[config.mk]
export PLATFORM = sky130hd
export DESIGN_NAME = nearest_button_match
export DESIGN_NICKNAME = d
export VERILOG_FILES = /design/src/rtl/nbm_pkg.sv /design/src/rtl/nbm_table.sv /design/src/rtl/nbm_dist_unit.sv /design/src/rtl/nbm_best.sv /design/src/rtl/nearest_button_match.sv
export VERILOG_INCLUDE_DIRS = /design/src /design/src/rtl
export SDC_FILE = /design/constraint.sdc
export NUM_CORES = 2
export LEC_CHECK = 0
export ABC_CLOCK_PERIOD_IN_PS = 13400
export BUFFER_PORTS_ARGS = -buffer_cell sky130_fd_sc_hd__buf_2
export CORE_MARGIN = 8
export CORE_UTILIZATION = 40
export DETAILED_ROUTE_END_ITERATION = 8
export PLACE_DENSITY = 0.65
export SYNTH_ARGS = -nofsm -noshare
export SYNTH_HDL_FRONTEND = slang
export SYNTH_SLANG_ARGS = --single-unit
[constraint.sdc]
create_clock -name clk -period 13.4 [get_ports clk]
set_input_delay 3.35 -clock clk [delete_from_list [all_inputs] [get_ports clk]]
set_output_delay 3.35 -clock clk [all_outputs]
set_load 0.02 [all_outputs]
[src/rtl/assert_macros.svh]
// assertion macros used by nearest_button_match.sv
`ifndef ASSERT_MACROS_SVH
`define ASSERT_MACROS_SVH

// property checked on every clock edge outside reset
`define NBM_ASSERT(label, prop, msg) \
  label: assert property (@(posedge clk) disable iff (!rst_n) (prop)) else $error(msg);

// condition that must never be seen outside reset
`define NBM_ASSERT_NEVER(label, cond, msg) \
  label: assert property (@(posedge clk) disable iff (!rst_n) !(cond)) else $error(msg);

`endif

[src/rtl/nbm_pkg.sv]
// shared constants, payload types and helper types of the button matcher
package nbm_pkg;

  // table and coordinate sizing
  localparam int MAX_BUTTONS = 64;
  localparam int COORD_BITS  = 16;
  localparam int IDX_BITS    = (MAX_BUTTONS > 1) ? $clog2(MAX_BUTTONS) : 1;
  localparam int SCAN_BITS   = $clog2(MAX_BUTTONS + 1);

  // fixed field widths
  localparam int FIELD_COORD_BITS = 16;
  localparam int INDEX_FIELD_BITS = 6;
  localparam int ZONE_BITS        = 8;
  localparam int MAXD_BITS        = 17;
  localparam int ACT_BITS         = 7;
  localparam int CFG_DATA_BITS    = 17;

  // distance unit operand and result widths
  localparam int OP_BITS   = (COORD_BITS > MAXD_BITS) ? COORD_BITS : MAXD_BITS;
  localparam int SQ_BITS   = 2 * OP_BITS;
  localparam int DIST_BITS = SQ_BITS + 1;

  // item modes
  localparam logic MODE_WRITE = 1'b0;
  localparam logic MODE_QUERY = 1'b1;

  // configuration register indexes
  typedef enum logic [0:0] {
    CFG_MAX_DISTANCE   = 1'b0,
    CFG_ACTIVE_BUTTONS = 1'b1
  } cfg_reg_t;

  typedef struct packed {
    logic                               mode;
    logic [INDEX_FIELD_BITS-1:0]        entry_index;
    logic                               entry_left_eye;
    logic signed [ZONE_BITS-1:0]        entry_zone;
    logic [FIELD_COORD_BITS-1:0]        entry_x;
    logic [FIELD_COORD_BITS-1:0]        entry_y;
    logic                               fingertip_valid;
    logic [FIELD_COORD_BITS-1:0]        fingertip_x;
    logic [FIELD_COORD_BITS-1:0]        fingertip_y;
    logic                               query_left_eye;
    logic signed [ZONE_BITS-1:0]        query_zone;
  } in_item_t;

  typedef struct packed {
    logic                               matched;
    logic [INDEX_FIELD_BITS-1:0]        button_index;
    logic [FIELD_COORD_BITS-1:0]        echo_x;
    logic [FIELD_COORD_BITS-1:0]        echo_y;
    logic                               echo_left_eye;
  } out_item_t;

  // one stored button
  typedef struct packed {
    logic                               left_eye;
    logic signed [ZONE_BITS-1:0]        zone;
    logic [COORD_BITS-1:0]              x;
    logic [COORD_BITS-1:0]              y;
  } button_t;

  // side info carried along the distance pipeline
  typedef struct packed {
    logic                               is_limit;
    logic                               eye_ok;
    logic                               zone_ok;
    logic [IDX_BITS-1:0]                idx;
  } dist_tag_t;

  typedef struct packed {
    logic                               valid;
    dist_tag_t                          tag;
    logic [DIST_BITS-1:0]               sq_dist;
  } dist_res_t;

  typedef struct packed {
    logic                               matched;
    logic [IDX_BITS-1:0]                idx;
  } match_t;

endpackage

[src/rtl/nbm_table.sv]
// button table memory: one write port, one registered read port
module nbm_table (
  input  logic                         clk,
  input  logic                         we,
  input  logic [nbm_pkg::IDX_BITS-1:0] waddr,
  input  nbm_pkg::button_t             wdata,
  input  logic [nbm_pkg::IDX_BITS-1:0] raddr,
  output nbm_pkg::button_t             rdata
);
  import nbm_pkg::*;

  button_t mem_r [MAX_BUTTONS];
  button_t rdata_r;

  // write port
  always_ff @(posedge clk) begin
    if (we) begin
      mem_r[waddr] <= wdata;
    end
  end

  // registered read port
  always_ff @(posedge clk) begin
    rdata_r <= mem_r[raddr];
  end

  assign rdata = rdata_r;

endmodule

[src/rtl/nbm_dist_unit.sv]
// shared distance unit: |ax-bx|^2 + |ay-by|^2 over three register stages
module nbm_dist_unit (
  input  logic                        clk,
  input  logic                        rst_n,
  input  logic                        in_vld,
  input  nbm_pkg::dist_tag_t          in_tag,
  input  logic [nbm_pkg::OP_BITS-1:0] ax,
  input  logic [nbm_pkg::OP_BITS-1:0] bx,
  input  logic [nbm_pkg::OP_BITS-1:0] ay,
  input  logic [nbm_pkg::OP_BITS-1:0] by,
  output logic                        busy,
  output nbm_pkg::dist_res_t          res
);
  import nbm_pkg::*;

  logic                 va_r, vb_r, vc_r;
  dist_tag_t            ta_r, tb_r, tc_r;
  logic [OP_BITS-1:0]   dx_r, dy_r;
  logic [OP_BITS-1:0]   dx_nxt, dy_nxt;
  logic [SQ_BITS-1:0]   sqx_r, sqy_r;
  logic [SQ_BITS-1:0]   sqx_nxt, sqy_nxt;
  logic [DIST_BITS-1:0] sum_r;
  logic [DIST_BITS-1:0] sum_nxt;

  // stage logic: absolute differences, squares, sum
  always_comb begin
    dx_nxt  = (ax >= bx) ? (ax - bx) : (bx - ax);
    dy_nxt  = (ay >= by) ? (ay - by) : (by - ay);
    sqx_nxt = SQ_BITS'(dx_r) * SQ_BITS'(dx_r);
    sqy_nxt = SQ_BITS'(dy_r) * SQ_BITS'(dy_r);
    sum_nxt = DIST_BITS'(sqx_r) + DIST_BITS'(sqy_r);
  end

  // stage valids
  always_ff @(posedge clk) begin
    if (!rst_n) begin
      va_r <= 1'b0;
      vb_r <= 1'b0;
      vc_r <= 1'b0;
    end else begin
      va_r <= in_vld;
      vb_r <= va_r;
      vc_r <= vb_r;
    end
  end

  // stage data
  always_ff @(posedge clk) begin
    ta_r  <= in_tag;
    dx_r  <= dx_nxt;
    dy_r  <= dy_nxt;
    tb_r  <= ta_r;
    sqx_r <= sqx_nxt;
    sqy_r <= sqy_nxt;
    tc_r  <= tb_r;
    sum_r <= sum_nxt;
  end

  assign busy        = va_r | vb_r | vc_r;
  assign res.valid   = vc_r;
  assign res.tag     = tc_r;
  assign res.sq_dist = sum_r;

endmodule

[src/rtl/nbm_best.sv]
// nearest candidate tracking for the zone pass and the any-zone pass
module nbm_best (
  input  logic               clk,
  input  logic               rst_n,
  input  logic               clear,
  input  nbm_pkg::dist_res_t res,
  output nbm_pkg::match_t    match
);
  import nbm_pkg::*;

  logic                 z_found_r, z_found_nxt;
  logic [DIST_BITS-1:0] z_dist_r, z_dist_nxt;
  logic [IDX_BITS-1:0]  z_idx_r, z_idx_nxt;
  logic                 a_found_r, a_found_nxt;
  logic [DIST_BITS-1:0] a_dist_r, a_dist_nxt;
  logic [IDX_BITS-1:0]  a_idx_r, a_idx_nxt;
  logic [DIST_BITS-1:0] lim_r, lim_nxt;
  logic                 z_hit, a_hit;

  // strict less keeps the lower index on ties
  always_comb begin
    z_found_nxt = z_found_r;
    z_dist_nxt  = z_dist_r;
    z_idx_nxt   = z_idx_r;
    a_found_nxt = a_found_r;
    a_dist_nxt  = a_dist_r;
    a_idx_nxt   = a_idx_r;
    lim_nxt     = lim_r;
    if (clear) begin
      z_found_nxt = 1'b0;
      a_found_nxt = 1'b0;
    end else if (res.valid) begin
      if (res.tag.is_limit) begin
        lim_nxt = res.sq_dist;
      end else if (res.tag.eye_ok) begin
        if (!a_found_r || (res.sq_dist < a_dist_r)) begin
          a_found_nxt = 1'b1;
          a_dist_nxt  = res.sq_dist;
          a_idx_nxt   = res.tag.idx;
        end
        if (res.tag.zone_ok && (!z_found_r || (res.sq_dist < z_dist_r))) begin
          z_found_nxt = 1'b1;
          z_dist_nxt  = res.sq_dist;
          z_idx_nxt   = res.tag.idx;
        end
      end
    end
  end

  always_ff @(posedge clk) begin
    if (!rst_n) begin
      z_found_r <= 1'b0;
      a_found_r <= 1'b0;
    end else begin
      z_found_r <= z_found_nxt;
      a_found_r <= a_found_nxt;
    end
  end

  always_ff @(posedge clk) begin
    z_dist_r <= z_dist_nxt;
    z_idx_r  <= z_idx_nxt;
    a_dist_r <= a_dist_nxt;
    a_idx_r  <= a_idx_nxt;
    lim_r    <= lim_nxt;
  end

  // zone pass wins when in limit, else fall back to the any-zone pass
  always_comb begin
    z_hit         = z_found_r && (z_dist_r <= lim_r);
    a_hit         = a_found_r && (a_dist_r <= lim_r);
    match.matched = z_hit | a_hit;
    match.idx     = z_hit ? z_idx_r : a_idx_r;
  end

endmodule

[src/rtl/nearest_button_match.sv]
// Nearest button lookup: a write item updates the table and gives no result.
// A query with a valid fingertip feeds the limit, scans the active entries, one entry
// per cycle through the shared distance unit, drains and then loads its result;
// an invalid fingertip skips the search and loads an unmatched result.
// Input stalls meanwhile: no new item is taken until the result is loaded.
// Reset clears control state and both config registers; table stays undefined.
`include "assert_macros.svh"

module nearest_button_match (
  input  logic                             clk,
  input  logic                             rst_n,
  input  logic                             in_valid,
  output logic                             in_stall,
  input  nbm_pkg::in_item_t                in_item,
  output logic                             out_valid,
  input  logic                             out_stall,
  output nbm_pkg::out_item_t               out_item,
  input  logic                             cfg_we,
  input  nbm_pkg::cfg_reg_t                cfg_index,
  input  logic [nbm_pkg::CFG_DATA_BITS-1:0] cfg_wdata
);
  import nbm_pkg::*;

  typedef enum logic [4:0] {
    ST_IDLE  = 5'b00001,
    ST_LIMIT = 5'b00010,
    ST_SCAN  = 5'b00100,
    ST_DRAIN = 5'b01000,
    ST_DONE  = 5'b10000
  } state_t;

  state_t                      state_r, state_nxt;
  logic [MAXD_BITS-1:0]        max_distance_r;
  logic [ACT_BITS-1:0]         active_buttons_r;
  logic [FIELD_COORD_BITS-1:0] echo_x_r, echo_y_r;
  logic                        qeye_r;
  logic signed [ZONE_BITS-1:0] qzone_r;
  logic [SCAN_BITS-1:0]        n_r, n_nxt;
  logic [SCAN_BITS-1:0]        cnt_r, cnt_nxt;
  logic                        rd_vld_r;
  logic [IDX_BITS-1:0]         rd_idx_r;
  logic                        out_valid_r, out_valid_nxt;
  out_item_t                   out_item_r;
  logic                        in_xfer, query_xfer, out_load;
  logic                        tbl_we;
  button_t                     tbl_wdata, tbl_rdata;
  logic [IDX_BITS-1:0]         rd_addr;
  logic                        du_vld, du_busy;
  dist_tag_t                   du_tag;
  logic [OP_BITS-1:0]          du_ax, du_bx, du_ay, du_by;
  dist_res_t                   du_res;
  match_t                      match;

  assign in_stall   = (state_r != ST_IDLE);
  assign in_xfer    = in_valid && !in_stall;
  assign query_xfer = in_xfer && (in_item.mode == MODE_QUERY);
  assign out_load   = (state_r == ST_DONE) && (!out_valid_r || !out_stall);

  // configuration registers
  always_ff @(posedge clk) begin
    if (!rst_n) begin
      max_distance_r   <= '0;
      active_buttons_r <= '0;
    end else if (cfg_we) begin
      unique case (cfg_index)
        CFG_MAX_DISTANCE:   max_distance_r   <= cfg_wdata;
        CFG_ACTIVE_BUTTONS: active_buttons_r <= cfg_wdata[ACT_BITS-1:0];
        default: ;
      endcase
    end
  end

  // table write on a write transfer; slots past the table are dropped
  assign tbl_we = in_xfer && (in_item.mode == MODE_WRITE)
                  && (32'(in_item.entry_index) < 32'(MAX_BUTTONS));
  always_comb begin
    tbl_wdata.left_eye = in_item.entry_left_eye;
    tbl_wdata.zone     = in_item.entry_zone;
    tbl_wdata.x        = COORD_BITS'(in_item.entry_x);
    tbl_wdata.y        = COORD_BITS'(in_item.entry_y);
  end

  assign rd_addr = cnt_r[IDX_BITS-1:0];

  nbm_table u_table (
    .clk   (clk),
    .we    (tbl_we),
    .waddr (IDX_BITS'(in_item.entry_index)),
    .wdata (tbl_wdata),
    .raddr (rd_addr),
    .rdata (tbl_rdata)
  );

  // search length saturates at the table size
  assign n_nxt = (32'(active_buttons_r) > 32'(MAX_BUTTONS)) ? SCAN_BITS'(MAX_BUTTONS)
                                                          : SCAN_BITS'(active_buttons_r);

  // sequencer
  always_comb begin
    state_nxt = state_r;
    cnt_nxt   = cnt_r;
    unique case (state_r)
      ST_IDLE: begin
        cnt_nxt = '0;
        if (query_xfer) begin
          state_nxt = in_item.fingertip_valid ? ST_LIMIT : ST_DONE;
        end
      end
      ST_LIMIT: begin
        state_nxt = (n_r != '0) ? ST_SCAN : ST_DRAIN;
      end
      ST_SCAN: begin
        cnt_nxt = cnt_r + SCAN_BITS'(1);
        if ((cnt_r + SCAN_BITS'(1)) == n_r) begin
          state_nxt = ST_DRAIN;
        end
      end
      ST_DRAIN: begin
        if (!rd_vld_r && !du_busy) begin
          state_nxt = ST_DONE;
        end
      end
      ST_DONE: begin
        if (out_load) begin
          state_nxt = ST_IDLE;
        end
      end
      default: state_nxt = ST_IDLE;
    endcase
  end

  always_ff @(posedge clk) begin
    if (!rst_n) begin
      state_r  <= ST_IDLE;
      cnt_r    <= '0;
      rd_vld_r <= 1'b0;
    end else begin
      state_r  <= state_nxt;
      cnt_r    <= cnt_nxt;
      rd_vld_r <= (state_r == ST_SCAN);
    end
  end

  // query fields held for the whole search
  always_ff @(posedge clk) begin
    rd_idx_r <= rd_addr;
    if (query_xfer) begin
      echo_x_r <= in_item.fingertip_x;
      echo_y_r <= in_item.fingertip_y;
      qeye_r   <= in_item.query_left_eye;
      qzone_r  <= in_item.query_zone;
      n_r      <= n_nxt;
    end
  end

  // distance unit feed: the limit first, then one table entry per cycle
  always_comb begin
    du_tag.is_limit = (state_r == ST_LIMIT);
    du_tag.eye_ok   = (tbl_rdata.left_eye == qeye_r);
    du_tag.zone_ok  = qzone_r[ZONE_BITS-1] || tbl_rdata.zone[ZONE_BITS-1]
                      || (tbl_rdata.zone == qzone_r);
    du_tag.idx      = rd_idx_r;
    if (state_r == ST_LIMIT) begin
      du_vld = 1'b1;
      du_ax  = OP_BITS'(max_distance_r);
      du_bx  = '0;
      du_ay  = '0;
      du_by  = '0;
    end else begin
      du_vld = rd_vld_r;
      du_ax  = OP_BITS'(tbl_rdata.x);
      du_bx  = OP_BITS'(COORD_BITS'(echo_x_r));
      du_ay  = OP_BITS'(tbl_rdata.y);
      du_by  = OP_BITS'(COORD_BITS'(echo_y_r));
    end
  end

  nbm_dist_unit u_dist (
    .clk    (clk),
    .rst_n  (rst_n),
    .in_vld (du_vld),
    .in_tag (du_tag),
    .ax     (du_ax),
    .bx     (du_bx),
    .ay     (du_ay),
    .by     (du_by),
    .busy   (du_busy),
    .res    (du_res)
  );

  nbm_best u_best (
    .clk   (clk),
    .rst_n (rst_n),
    .clear (query_xfer),
    .res   (du_res),
    .match (match)
  );

  // result register, freed by an output transfer
  always_comb begin
    out_valid_nxt = out_valid_r;
    if (out_load) begin
      out_valid_nxt = 1'b1;
    end else if (out_valid_r && !out_stall) begin
      out_valid_nxt = 1'b0;
    end
  end

  always_ff @(posedge clk) begin
    if (!rst_n) begin
      out_valid_r <= 1'b0;
    end else begin
      out_valid_r <= out_valid_nxt;
    end
  end

  always_ff @(posedge clk) begin
    if (out_load) begin
      out_item_r.matched       <= match.matched;
      out_item_r.button_index  <= match.matched ? INDEX_FIELD_BITS'(match.idx) : '0;
      out_item_r.echo_x        <= echo_x_r;
      out_item_r.echo_y        <= echo_y_r;
      out_item_r.echo_left_eye <= qeye_r;
    end
  end

  assign out_valid = out_valid_r;
  assign out_item  = out_item_r;

  // checks
  `NBM_ASSERT(a_load_from_done, $rose(out_valid_r) |-> $past(state_r == ST_DONE), "result loaded outside done")
  `NBM_ASSERT(a_unmatched_zero, (out_valid_r && !out_item_r.matched) |-> (out_item_r.button_index == '0), "unmatched result carries an index")
  `NBM_ASSERT(a_scan_bound, (state_r == ST_SCAN) |-> (cnt_r < n_r), "scan ran past the active entries")
  `NBM_ASSERT_NEVER(a_idle_drained, (state_r == ST_IDLE) && (rd_vld_r || du_busy), "search pipeline busy while idle")

endmodule

## After elaboration in Yosys (flattened, before gate mapping)

Memory sizes are Yosys's and may differ from the RTL's. A register that Yosys moved wholly into a read port is not among the register bits.
Cells that the tools add are included.

- Add/sub/neg operators: 6
- Multiply operators: 2
- Order comparisons: 7
- Eq/ne operators: 13
- Muxes and demuxes: 20
- Bitwise gates (word level): 8
- Reduce and logical (&&, ||, !) cells: 33

Operator list:

| operator | count |
|---|---|
| $le 35x35->1 | 2 |
| $lt 35x35->1 | 2 |
| $mul 17x17->34 | 2 |
| $mux 17 | 3 |
| $mux 16 | 3 |
| $add 34x34->35 | 1 |
| $sub 16x16->17 | 2 |
| $mux 5 | 5 |
| $pmux 5 s5 | 1 |
| $ge 17x16->1 | 1 |
| $sub 16x17->17 | 1 |
| $sub 17x16->17 | 1 |
| $ge 16x16->1 | 1 |
| $pmux 7 s2 | 1 |
| $reduce_and 4->1 | 3 |
| $reduce_and 5->1 | 2 |
| $logic_and 1x1->1 | 9 |
| $eq 8x8->1 | 1 |
| $ne 2x2->1 const B | 4 |
| $add 7x1->7 const B | 1 |
| $eq 7x7->1 | 1 |
| $gt 7x7->1 const B | 1 |
| $logic_not 1->1 | 7 |
| $reduce_bool 7->1 | 1 |
| other kinds (17) | 33 |

- Register bits after elaboration: 418
- RAM bits: 2624
- Output and inout bits: 42
- Word-level logic and storage cells: 134
- Memories kept: 1

Memory list:

| memory | depth | width | read ports | clocked after memory_dff | write ports | line | text |
|---|---|---|---|---|---|---|---|
| u_table.mem_r | 64 | 41 | 1 | 1 | 1 | nbm_table.sv:12 | `button_t mem_r [MAX_BUTTONS];` |

## Logic depth before layout (Yosys ltp)

- Depth in word-level cells: 6
- Depth in mapped cells: 24
- Gate-level depth less buffers: 24

## By module

Synthesis repeated with hierarchy kept, for this count alone.

- Cell total of the unflattened synthesis: 7947
- Area, all modules: 136747.4 um2

Modules (own cells, without submodules):

| module | times used | cells an instance | area each (um2) |
|---|---|---|---|
| nbm_table | 1 | 4226 | 100108.5 |
| nbm_dist_unit | 1 | 2664 | 24156.9 |
| nbm_best | 1 | 597 | 7126.8 |
| nearest_button_match | 1 | 460 | 5355.1 |

## Worst setup path after synthesis

No wires, ideal clock.

- Kind: input to register
- Start: input in_item[89] (netlist name)
- End: register u_best.z_dist_r[0], enable pin
- Library setup time: 0.499 ns
- Arrival: 6.620 ns
- Setup slack: 6.281 ns
- Stages on the path: 3
- Path buffers: 0
- Cells stage by stage: nand3_1 > nand3_1 > nor3b_1

- Word-level cells in the longest chain between the ends: 3

RTL lines:

| item | line | text |
|---|---|---|
| from (decl) | nearest_button_match.sv:14 | `input nbm_pkg::in_item_t in_item,` |
| $logic_and 1x1->1 | nearest_button_match.sv:56 | `assign query_xfer = in_xfer && (in_item.mode == MODE_QUERY);` |
| $not 1->1 (no line) | n/a |  |
| $reduce_and 5->1 (no line) | n/a |  |
| to (signal assigned) | nbm_best.sv:61 | `z_dist_r <= z_dist_nxt;` |
| to (decl) | nbm_best.sv:12 | `logic [DIST_BITS-1:0] z_dist_r, z_dist_nxt;` |

No other way between the ends.
A chain may end at the register's enable or synchronous reset.

## Worst setup path in the final report

- Start: register u_dist.dy_r[4]
- End: register u_dist.sqy_r[24]

- Word-level cells in the longest chain between the ends: 1

RTL lines:

| item | line | text |
|---|---|---|
| from (decl) | nbm_dist_unit.sv:18 | `logic [OP_BITS-1:0] dx_r, dy_r;` |
| from (signal assigned) | nbm_dist_unit.sv:51 | `dy_r <= dy_nxt;` |
| $mul 17x17->34 | nbm_dist_unit.sv:30 | `sqy_nxt = SQ_BITS'(dy_r) * SQ_BITS'(dy_r);` |
| via u_dist.sqy_nxt[24] | nbm_dist_unit.sv:21 | `logic [SQ_BITS-1:0] sqx_nxt, sqy_nxt;` |
| to (signal assigned) | nbm_dist_unit.sv:54 | `sqy_r <= sqy_nxt;` |
| to (decl) | nbm_dist_unit.sv:20 | `logic [SQ_BITS-1:0] sqx_r, sqy_r;` |

The timed path passes the listed nets, and every way through them passes these cells.

==> reports/summary.txt <==
Area delta synth->final - 12.7%
Period minus WS final - 6660 ps
Instance count along the most critical hold path - 0
Achievable Freq - 150 MHz
Top Ports - 155
DRC violation total after the first TritonRoute iteration - 7,564
Die height - 600 microns
Buffers inserted by post-CTS timing repair - 0
Post_cts resized - 0
Post-synthesis average cell area - 18.2 sq um
Setup clock skew after layout - 98.9 ps
Root cell of the clock tree - sky130_fd_sc_hd__clkbuf_16
Number of enable-type register cells in the synthesized netlist - 2,829
Total wire length after detailed routing - 344 mm
Category of the critical setup timing path - reg2reg
Final GP Congestion - 0.824
Most common cell after layout, fill and taps aside - sky130_fd_sc_hd__edfxtp_1
Worst-margin pin slew - 1110 ps
Number of remaining DRC errors - 0
Drt first pass iters - 6
Startpoint of the tightest hold check path - u_dist.ta_r[8]$_DFF_P_
Via count normalized by instance count - 5.48
Hold_buf cts - 0
CP required - 14,160 ps
Share of the clock period used by the worst path - 49.7%
Largest net degree at the start of global routing - 116
Final worst hold slack - 321 ps
Hold violation total from the final report - 0
Wire length of the first global-routing pass - 499 mm
Synth Instances - 7,512
Total of fill cells in the finished design - 28.8k
Number of library cell types mapped by synthesis - 76
Cell Rows - 214
Slew Limit Headroom - 26.1%
CTS buffer count - 324
Worst r2r dst - u_dist.sqy_r[24]$_DFF_P_
Final number of max-transition violations - 0
Setup crit end kind - flop
Effective utilization at floorplan - 40.2%
Number of storage elements in the synthesis netlist - 3,081
RSZ-0062 raised after global routing - no
Synth top area share - 62.3%
Met3 global-route usage - 3.01%
Setup-failing EPs final - 0
Synth top area cells - sky130_fd_sc_hd__edfxtp_1 62%, sky130_fd_sc_hd__mux4_2 14%, sky130_fd_sc_hd__fa_1 5.7%
Die X - 600 microns
Die area - 360,000 sq um
Total nets after synthesis - 8,464
Post-CTS clock slew at the launch and capture registers of the worst setup and hold paths - 60 ps
Post-route antenna net violation count - 0
Share of synthesized flip-flops with an asynchronous set or reset - 0%
Antenna violations before repair - 47
Worst Setup Start Kind - flop
Synth warn - 0
Worst-path maximum fanout - 17
Signal arrival time at the worst endpoint - 7420 ps
Global route total overflow - 0
Cell taking the most area after synthesis - sky130_fd_sc_hd__edfxtp_1
Share of the yosys chip area belonging to registers - 66.0%
R2R Path Start - u_dist.dy_r[4]$_DFF_P_
Final-stage net count - 8,815
Commonest non-fill, non-tap cells in the layout - 2,829 x sky130_fd_sc_hd__edfxtp_1, 843 x sky130_fd_sc_hd__mux4_2, 762 x sky130_fd_sc_hd__inv_1
Post-DP HPWL - 216 mm
Global routing usage summed across all routing layers - 18.8%
Max-cap violations - 0
Slack of the worst reg-to-reg path - 6740 ps
Fraction of final layout cells sized beyond drive strength 1 - 21.3%
Num Clock Sinks - 3,081
Maximum count of clock buffers along a single path - 4
TritonCTS clock tree - done
TNS Setup - 0 ps
Worst Hold Endpoint - u_dist.tb_r[8]$_DFF_P_
Met1 Usage GRT - 25.3%
Top FF cell, synth - sky130_fd_sc_hd__edfxtp_1
Via count of the first global-routing pass - 72.2k
Area of the mapped netlist - 136,000 sq um
Worst hold-check path type - reg2reg
DR WL/cell - 27.1 microns
Number of buffers added on ports - 154
Count of non-filler cells in the finished layout - 12.7k
Clock insertion delay at the later pin of the skew report - 950 ps
Count of vias placed by the detailed router - 69.4k
Core Area - 340,000 sq um
Global Route met2 Usage - 32.0%
H-tree depth reported by CTS - 5
Layer with the highest usage after global routing - met2
R2R cell count - 21
Result of the run - finished, final reports clean
Number of cells in the design after placement - 12.1k
## critical path: stages, from the launching register on
cell	delay, ps
sky130_fd_sc_hd__dfxtp_1	810
sky130_fd_sc_hd__nand2_1	230
sky130_fd_sc_hd__fa_1	580
sky130_fd_sc_hd__inv_1	60
sky130_fd_sc_hd__fa_1	530
sky130_fd_sc_hd__inv_1	60
sky130_fd_sc_hd__fa_1	500
sky130_fd_sc_hd__inv_1	50
sky130_fd_sc_hd__ha_1	290
sky130_fd_sc_hd__fa_1	480
sky130_fd_sc_hd__inv_1	50
sky130_fd_sc_hd__fa_1	480
sky130_fd_sc_hd__inv_1	40
sky130_fd_sc_hd__ha_1	350
sky130_fd_sc_hd__a2111o_1	390
sky130_fd_sc_hd__o21ai_1	240
sky130_fd_sc_hd__o21ai_1	200
sky130_fd_sc_hd__a21bo_2	270
sky130_fd_sc_hd__a21o_1	190
sky130_fd_sc_hd__a2111oi_0	430
sky130_fd_sc_hd__nor3_1	120
sky130_fd_sc_hd__xor2_1	160
## flip-flops by register name, summed over array words and instances (netlist names), 8 cells and up
signal / flops
u_table.rdata: 41
u_dist.dy_r: 17
u_dist.sqx_r: 33
max_distance_r: 17
u_best.lim_r: 35
u_best.a_dist_r: 35
echo_y_r: 16
u_dist.dx_r: 17
out_item: 40
u_table.mem_r: 2624
u_dist.tb_r: 9
echo_x_r: 16
u_dist.ta_r: 9
u_dist.res: 9
u_dist.sum_r: 35
u_dist.sqy_r: 33
u_best.z_dist_r: 35
qzone_r: 8
## metal layers
layer	part of all wire [%]	wire length, microns	up-vias
met5	0.031	106	-
li1	-	-	29484
met3	7.2	24800	485
met2	50	171000	2617
met1	40	137000	36816
met4	2.8	9660	16
## cell type report
| type | count | area [sq um] | area share [%] |
|---|---|---|---|
| Clock buffer | 404 | 8580 | 5.58 |
| Clock inverter | 182 | 1690 | 1.10 |
| Sequential cell | 3081 | 90000 | 58.5 |
| Multi-Input combinational cell | 3381 | 42800 | 27.9 |
| Timing Repair Buffer | 311 | 2050 | 1.33 |
| Tap cell | 4536 | 5680 | 3.69 |
| Inverter | 764 | 2870 | 1.87 |
| Antenna cell | 14 | 35.0 | 0.0228 |
## through the flow
step | util [%] | worst slack [ps] | cell area, sq um
floorplan | - | 6280 | 136000
global placement | 42.3 | 6640 | 143000
detailed placement | 42.3 | 6560 | 143000
CTS | 45.3 | 6740 | 154000
global route | 45.3 | 6430 | 154000
finish | 45.3 | 6740 | 154000
## Yosys cell counts (all sizes together), types with 55 or more instances
cell / n
a21oi: 154
a21o: 81
o21ai: 132
and2: 119
xnor2: 95
nor2: 184
clkbuf: 177
edfxtp: 2829
nand2: 346
nor2b: 55
dfxtp: 252
ha: 454
fa: 385
mux4: 843
buf: 109
inv: 764
## logic make-up after synthesis
| family | count (synthesis) | synth area share [%] |
|---|---|---|
| flops | 3081 | 66.0 |
| buf+inv | 1050 | 3.00 |
| simple gates | 936 | 3.28 |
| mux | 911 | 14.4 |
| fa+ha+maj | 839 | 9.81 |
| compound gates | 557 | 2.61 |
| xor+xnor | 138 | 0.886 |
## how the worst max path moves through the flow
| stage | from | end | cells past startpoint |
|---|---|---|---|
| 3_5_place_dp | in_valid | u_table.mem_r[1][7]$_DFFE_PP_ | 6 |
| 6_report | u_dist.dy_r[4]$_DFF_P_ | u_dist.sqy_r[24]$_DFF_P_ | 21 |
| 4_1_cts | u_dist.dy_r[4]$_DFF_P_ | u_dist.sqy_r[24]$_DFF_P_ | 21 |
| 5_1_grt | u_dist.dy_r[4]$_DFF_P_ | u_dist.sqy_r[24]$_DFF_P_ | 21 |
| 2_1_floorplan | in_item[89] | u_best.z_dist_r[0]$_DFFE_PP_ | 3 |
| 3_3_place_gp | in_valid | u_table.mem_r[1][1]$_DFFE_PP_ | 6 |
Power is left out: the tool's default activity adds up to more than one toggle a clock period on the data nets, which glitch-free logic cannot reach.
